### src/design/tked_pkg.sv
package tked_pkg;

  // byte constants of the escape grammar
  localparam logic [7:0] ChEsc      = 8'h1b;
  localparam logic [7:0] ChLBracket = 8'h5b;
  localparam logic [7:0] ChTilde    = 8'h7e;
  localparam logic [7:0] ChSemi     = 8'h3b;
  localparam logic [7:0] ChFive     = 8'h35;
  localparam logic [7:0] ChThree    = 8'h33;
  localparam logic [7:0] ChOne      = 8'h31;
  localparam logic [7:0] ChZero     = 8'h30;
  localparam logic [7:0] ChNine     = 8'h39;
  localparam logic [7:0] ChUpperA   = 8'h41;
  localparam logic [7:0] ChUpperB   = 8'h42;
  localparam logic [7:0] ChUpperC   = 8'h43;
  localparam logic [7:0] ChUpperD   = 8'h44;

  // offset from a plain arrow class to its ctrl variant
  localparam logic [3:0] CtrlOffset = 4'd5;

  // word kinds on the input side
  typedef enum logic {
    OP_BYTE    = 1'b0,
    OP_TIMEOUT = 1'b1
  } opcode_e;

  // decoded key classes
  typedef enum logic [3:0] {
    KC_PLAIN      = 4'd0,
    KC_LEFT       = 4'd1,
    KC_RIGHT      = 4'd2,
    KC_UP         = 4'd3,
    KC_DOWN       = 4'd4,
    KC_DELETE     = 4'd5,
    KC_CTRL_LEFT  = 4'd6,
    KC_CTRL_RIGHT = 4'd7,
    KC_CTRL_UP    = 4'd8,
    KC_CTRL_DOWN  = 4'd9
  } key_class_e;

  // parser phases
  typedef enum logic [2:0] {
    PH_IDLE   = 3'd0,
    PH_ESC    = 3'd1,
    PH_SECOND = 3'd2,
    PH_THIRD  = 3'd3,
    PH_FOURTH = 3'd4,
    PH_FINAL  = 3'd5,
    PH_TILDE  = 3'd6
  } phase_e;

  // parser state
  typedef struct packed {
    phase_e phase;
    logic   first_was_bracket;
    logic   saw_semicolon;
    logic   digit_was_three;
  } parse_state_t;

  // one decoded key, valid when a word produces a result
  typedef struct packed {
    logic       valid;
    key_class_e key_class;
    logic [7:0] key_byte;
  } key_result_t;

  // final letters A..D map to up, down, right, left; anything else is plain
  function automatic key_class_e arrow_of(input logic [7:0] b);
    key_class_e k;
    unique case (b)
      ChUpperA: k = KC_UP;
      ChUpperB: k = KC_DOWN;
      ChUpperC: k = KC_RIGHT;
      ChUpperD: k = KC_LEFT;
      default:  k = KC_PLAIN;
    endcase
    return k;
  endfunction

endpackage

### src/design/tked_parser.sv
module tked_parser (
  input  logic                  clk_i,
  input  logic                  rst_ni,
  input  logic                  step_i,
  input  tked_pkg::opcode_e     opcode_i,
  input  logic [7:0]            byte_i,
  output tked_pkg::key_result_t result_o,
  output tked_pkg::parse_state_t state_o
);
  import tked_pkg::*;

  parse_state_t state_q, state_d;
  key_result_t  res;
  key_class_e   arrow;

  assign arrow = arrow_of(byte_i);

  // state register
  always_ff @(posedge clk_i or negedge rst_ni) begin
    if (!rst_ni) begin
      state_q <= '{phase: PH_IDLE, first_was_bracket: 1'b0,
                   saw_semicolon: 1'b0, digit_was_three: 1'b0};
    end else if (step_i) begin
      state_q <= state_d;
    end
  end

  // next state and key for the word in hand
  always_comb begin
    parse_state_t idle_st;
    key_result_t  lone_esc;
    idle_st  = '{phase: PH_IDLE, first_was_bracket: 1'b0,
                 saw_semicolon: 1'b0, digit_was_three: 1'b0};
    lone_esc = '{valid: 1'b1, key_class: KC_PLAIN, key_byte: ChEsc};
    state_d  = state_q;
    res      = '{valid: 1'b0, key_class: KC_PLAIN, key_byte: 8'd0};

    if (state_q.phase == PH_IDLE || state_q.phase > PH_TILDE) begin
      // idle: timeouts are ignored, ESC opens a sequence
      if (opcode_i == OP_BYTE) begin
        state_d = idle_st;
        if (byte_i == ChEsc) begin
          state_d.phase = PH_ESC;
        end else begin
          res = '{valid: 1'b1, key_class: KC_PLAIN, key_byte: byte_i};
        end
      end
    end else if (opcode_i == OP_TIMEOUT) begin
      // timeout mid-sequence gives up on it
      state_d = idle_st;
      res     = lone_esc;
    end else begin
      unique case (state_q.phase)
        PH_ESC: begin
          state_d.first_was_bracket = (byte_i == ChLBracket);
          state_d.phase             = PH_SECOND;
        end
        PH_SECOND: begin
          if (!state_q.first_was_bracket) begin
            state_d = idle_st;
            res     = lone_esc;
          end else if (byte_i == ChOne) begin
            state_d.phase = PH_THIRD;
          end else if (byte_i >= ChZero && byte_i <= ChNine) begin
            state_d.digit_was_three = (byte_i == ChThree);
            state_d.phase           = PH_TILDE;
          end else if (arrow == KC_PLAIN) begin
            state_d = idle_st;
            res     = lone_esc;
          end else begin
            state_d = idle_st;
            res     = '{valid: 1'b1, key_class: arrow, key_byte: 8'd0};
          end
        end
        PH_THIRD: begin
          state_d.saw_semicolon = (byte_i == ChSemi);
          state_d.phase         = PH_FOURTH;
        end
        PH_FOURTH: begin
          if (state_q.saw_semicolon && byte_i == ChFive) begin
            state_d.phase = PH_FINAL;
          end else begin
            state_d = idle_st;
            res     = lone_esc;
          end
        end
        PH_FINAL: begin
          state_d = idle_st;
          if (arrow == KC_PLAIN) begin
            res = lone_esc;
          end else begin
            res = '{valid: 1'b1, key_class: key_class_e'(arrow + CtrlOffset),
                    key_byte: 8'd0};
          end
        end
        default: begin
          // waiting for the tilde of a numbered key
          state_d = idle_st;
          if (byte_i == ChTilde && state_q.digit_was_three) begin
            res = '{valid: 1'b1, key_class: KC_DELETE, key_byte: 8'd0};
          end else begin
            res = lone_esc;
          end
        end
      endcase
    end
  end

  assign result_o = res;
  assign state_o  = state_q;

endmodule

### src/design/terminal_key_escape_decoder_unit.sv
// Decodes terminal input words (received bytes, or timeout ticks flagged on
// s_axis_tuser_i) into keys: plain bytes, arrows, ctrl-arrows and delete.
// Unrecognised sequences and timeouts mid-sequence give a lone ESC key
// (class plain, byte 27). One word is taken every cycle while the output is
// not stalled. A key is offered once its closing word has been accepted:
// the word sits in the input register while the parser works on it, and the
// key lands in the result register when the word steps on. The parser state
// is registered and advances with each word that steps. Words that only
// advance a sequence produce no output.
module terminal_key_escape_decoder_unit (
  input  logic       clk_i,
  input  logic       rst_ni,
  input  logic       s_axis_tvalid_i,
  output logic       s_axis_tready_o,
  input  logic [7:0] s_axis_tdata_i,   // [7:0] byte_in
  input  logic       s_axis_tuser_i,   // [0] opcode
  output logic       m_axis_tvalid_o,
  input  logic       m_axis_tready_i,
  output logic [7:0] m_axis_tdata_o,   // [7:0] key_byte
  output logic [3:0] m_axis_tuser_o    // [3:0] key_class
);
  import tked_pkg::*;

  logic         in_valid_q;
  opcode_e      in_op_q;
  logic [7:0]   in_byte_q;
  logic         out_valid_q;
  key_class_e   out_class_q;
  logic [7:0]   out_byte_q;
  logic         step;
  key_result_t  res;
  parse_state_t pstate;

  // a word moves on when the result register is free or being emptied
  assign step            = in_valid_q && (!out_valid_q || m_axis_tready_i);
  assign s_axis_tready_o = !in_valid_q || step;

  // input register
  always_ff @(posedge clk_i or negedge rst_ni) begin
    if (!rst_ni) begin
      in_valid_q <= 1'b0;
    end else if (s_axis_tready_o) begin
      in_valid_q <= s_axis_tvalid_i;
    end
  end

  always_ff @(posedge clk_i) begin
    if (s_axis_tvalid_i && s_axis_tready_o) begin
      in_op_q   <= opcode_e'(s_axis_tuser_i);
      in_byte_q <= s_axis_tdata_i;
    end
  end

  // escape parser
  tked_parser u_parser (
    .clk_i    (clk_i),
    .rst_ni   (rst_ni),
    .step_i   (step),
    .opcode_i (in_op_q),
    .byte_i   (in_byte_q),
    .result_o (res),
    .state_o  (pstate)
  );

  // result register
  always_ff @(posedge clk_i or negedge rst_ni) begin
    if (!rst_ni) begin
      out_valid_q <= 1'b0;
    end else if (m_axis_tready_i || !out_valid_q) begin
      out_valid_q <= step && res.valid;
    end
  end

  always_ff @(posedge clk_i) begin
    if (step && res.valid) begin
      out_class_q <= res.key_class;
      out_byte_q  <= res.key_byte;
    end
  end

  assign m_axis_tvalid_o = out_valid_q;
  assign m_axis_tdata_o  = out_byte_q;
  assign m_axis_tuser_o  = out_class_q;

  // only plain keys carry a byte value
  assert property (@(posedge clk_i) disable iff (!rst_ni)
    (m_axis_tvalid_o && m_axis_tuser_o != KC_PLAIN) |-> m_axis_tdata_o == 8'd0)
    else $error("non-plain key with nonzero byte");

  // a timeout while idle leaves no key and no state change
  assert property (@(posedge clk_i) disable iff (!rst_ni)
    (step && in_op_q == OP_TIMEOUT && pstate.phase == PH_IDLE)
      |-> !res.valid)
    else $error("idle timeout produced a key");

  // named keys only come from a closing phase
  assert property (@(posedge clk_i) disable iff (!rst_ni)
    (step && res.valid && res.key_class != KC_PLAIN) |->
      (pstate.phase == PH_SECOND || pstate.phase == PH_FINAL ||
       pstate.phase == PH_TILDE))
    else $error("named key from an unexpected phase");

  // a stalled result blocks the parser
  assert property (@(posedge clk_i) disable iff (!rst_ni)
    (out_valid_q && !m_axis_tready_i) |=> $stable(pstate))
    else $error("parser advanced while output stalled");

endmodule

### config.mk
export PLATFORM = sky130hd
export DESIGN_NAME = terminal_key_escape_decoder_unit
export DESIGN_NICKNAME = d
export VERILOG_FILES = /design/src/design/tked_pkg.sv /design/src/design/tked_parser.sv /design/src/design/terminal_key_escape_decoder_unit.sv
export SDC_FILE = /design/constraint.sdc
export NUM_CORES = 1
export LEC_CHECK = 0
export ABC_AREA = 1
export BUFFER_PORTS_ARGS = -buffer_cell sky130_fd_sc_hd__buf_2
export CAP_MARGIN = 5
export CORE_MARGIN = 1
export CORE_UTILIZATION = 45
export CTS_CLUSTER_DIAMETER = 40
export DETAILED_ROUTE_END_ITERATION = 6
export PLACE_DENSITY = 0.73
export SLEW_MARGIN = 10
export SYNTH_ARGS = -nofsm -noshare
export SYNTH_HDL_FRONTEND = slang
export SYNTH_HIERARCHICAL = 1
export SYNTH_SLANG_ARGS = --single-unit
### constraint.sdc
create_clock -name clk_i -period 2.6 [get_ports clk_i]
set_clock_uncertainty 0.1 [all_clocks]
set_input_delay 0.26 -clock clk_i [delete_from_list [all_inputs] [get_ports clk_i]]
set_output_delay 0.26 -clock clk_i [all_outputs]
set_load 0.05 [all_outputs]
==> out/metrics.csv <==
metric;value;unit
Setup crit end kind;flip-flop;
worst setup margin;260;ps
Tcrit/Tclk final;0.900;
Final Non-Filler Cells;294;
total chip power;0.00230;W
outcome;finished clean;
worst r2r src;in_byte_q[4];
number of antenna diodes;0;
Root Buffer;clkbuf_8;
top-count cell post-synth;nand2_1;
die area;4080;sq um
most frequent cells after synthesis;nand2_1, nor2_1, inv_1;
DRT Pass-1 Iters;4;
global placer's final weighted congestion;0.884;
Synth area leader;edfxtp_1;
1st-iter DRT viols;64;
Slew @ Worst Pin;605;ps
max_cap viols;0;
die height;63.9;microns
met1 usage;0.241;
multiplexer area fraction after synthesis;0;
worst slack, placed;0.223;ps
unrepaired setup endpoints after global routing;no;
Initial Utilization;0.470;
placed instance count;285;
clk sinks;29;
worst-path maximum fanout;12;
IO Pins;27;
Setup Crit Path Kind;reg2reg;
via count;1462;
Fmax;427;MHz
TNS Setup;0;ps
PortBufs;26;
Worst EP required;2420;ps
simple-gate area share of the yosys netlist;0.358;
CP Launch Type;flip-flop;
final hold vios;0;
crit path time final;2340;ps
TritonCTS clock tree;built;
num rows;22;
area of the core;3660;sq um
Synth top area share;0.366;
power per cell area;1120;nW/um^2
Vias/cell;4.97;
# DRC;0;
final hold slack;46.2;ps
r2r setup slk;260;ps
global-route wire length before repair;5.67;mm
routed wire length per instance;11.6;microns
CTS Buf Count;5;
Synth cell types;30;
GR Util met3;0.0589;
hpwl dp;2.62;mm
Async SR Flop Fraction;0.276;
Setup crit start;in_byte_q[4];
GRT Total Usage;0.187;
setup violators final;0;
chip width;63.9;microns
grt ovf;0;
Bufs on Longest Clock Path;2;
Final ANT Viol Nets;0;
NumNets Final;260;
area delta synth->final;19.9;%
H-Tree Level Count;2;
top_reg_cell synth;edfxtp_1;
antenna violations before repair;0;
largest net degree at the start of global routing;13;
EDFF count, synth;21;
fin. max-slew vios;0;
largest family of logic cells by synthesized area;simple AND/OR/NAND/NOR gates;
worst setup path end;m_axis_tdata_o[6];
register area share after synthesis;0.483;
xor/xnor share of the synthesized area;0.00509;
R2R cell count;13;
DRT Wirelength;3.40;mm
flops & latches, synth;29;
CP arrival;2160;ps
vias in the first global route;1242;
met2 Use GR;0.279;
Synth area leaders;edfxtp_1, dfrtp_1, nand2_1, nor2_1, inv_1;
Post-Syn Area;1720;sq um
post-synthesis compound-gate area fraction;0.0618;
worst reg2reg endpoint;m_axis_tdata_o[6];
Mean Syn Cell Area;8.32;sq um
Post-Synthesis Net Count;222;
Synth Instances;207;
layout cells sized above 1;0.276;
grt peak-use layer;met2;
maximum vdd ir drop;0.000631;V
Clock transition at path regs;60;ps
leakage power;0.971;nW
clk_lat worst skew;280;ps
Hold WC Path Type;in2reg;
Warnings, synthesis;6;
post-synthesis adder-cell area fraction;0.0145;
Rel. slew slack;0.596;
## sequential cells by signal, indices dropped and copies added (netlist names)
name,flops
in_valid_q,1
u_parser/state_o,6
in_op_q,1
in_byte_q,8
m_axis_tvalid_o,1
m_axis_tuser_o,4
m_axis_tdata_o,8
## per-stage QoR
step                      area [sq um]   util
after floorplan                   1720      -
after global placement            1940  0.530
after detailed placement          1940  0.530
after CTS                         2060  0.564
after global routing              2060  0.564
final                             2060  0.564
## critical path, stage by stage (launching register included)
cell      delay (ps)
edfxtp_1         480
nand2_2          140
inv_2             40
nand2_2           90
clkinv_1         100
nand2_1           80
nand2_2           70
nand3_1           90
nand2_1           50
nand2_1           60
nand2_1           40
o21ai_0           60
inv_1             80
nor2_2           490
## timing repair
action                                 CTS  global route
gates resized for setup                  1             0
buffers inserted                         0             0
setup endpoints to repair               12             0
hold buffers                             1             0
endpoints found under the hold margin    8             0
## power by group
part | leakage [nW] | switching (W) | internal, W | total, W
sequential | 0.303 | 0.0000843 | 0.000693 | 0.000777
clock | 0.0518 | 0.000175 | 0.000281 | 0.000456
combinational | 0.616 | 0.000794 | 0.000277 | 0.00107
## cells by family after synthesis
kind of cell / Yosys count
adders and majority gates: 2
DFF: 29
and+or+nand+nor: 126
buffers and inverters: 34
AOI/OAI and AO/OA: 15
xor gates and xnor gates: 1
## worst min path at each step
stage	from	to	slack [ps]	cells after the start
after global placement	rst_ni	u_parser/state_o[5]	10	1
final	s_axis_tdata_i[1]	in_byte_q[1]	50	1
after floorplan	rst_ni	in_valid_q	-140	0
after CTS	s_axis_tdata_i[4]	in_byte_q[4]	30	1
after detailed placement	rst_ni	u_parser/state_o[5]	10	1
after global routing	s_axis_tuser_i	in_op_q	30	1
## layer usage
layer,wire (microns),part of all wire
met1,1580,0.47
met2,1500,0.44
met3,209,0.062
met4,104,0.031
met5,0,0
## cells in the final DEF (no fill, tap or decap), types with 2 or more instances in the layout
cell      instances
a21oi_1           4
and3_1            3
buf_2            26
buf_4             4
clkbuf_8          5
clkinv_1          2
dfrtp_1           8
edfxtp_1         21
ha_1              2
inv_1            26
inv_2             4
inv_4             2
nand2_1          49
nand2_2           7
nand3_1          13
nand3_2           3
nand4_1           9
nor2_1           26
nor2_2            7
nor3_1            4
nor3_2            2
o21ai_0           5
## area by class of cell
class	instances	area, sq um
Multi-Input combinational cell	144	759
Tap cell	48	60.1
Clock inverter	3	41.3
Fill cell	338	1600
Timing Repair Buffer	31	170
Clock buffer	5	68.8
Inverter	34	134
Sequential cell	29	831
Power figures use the tool's default switching activity.
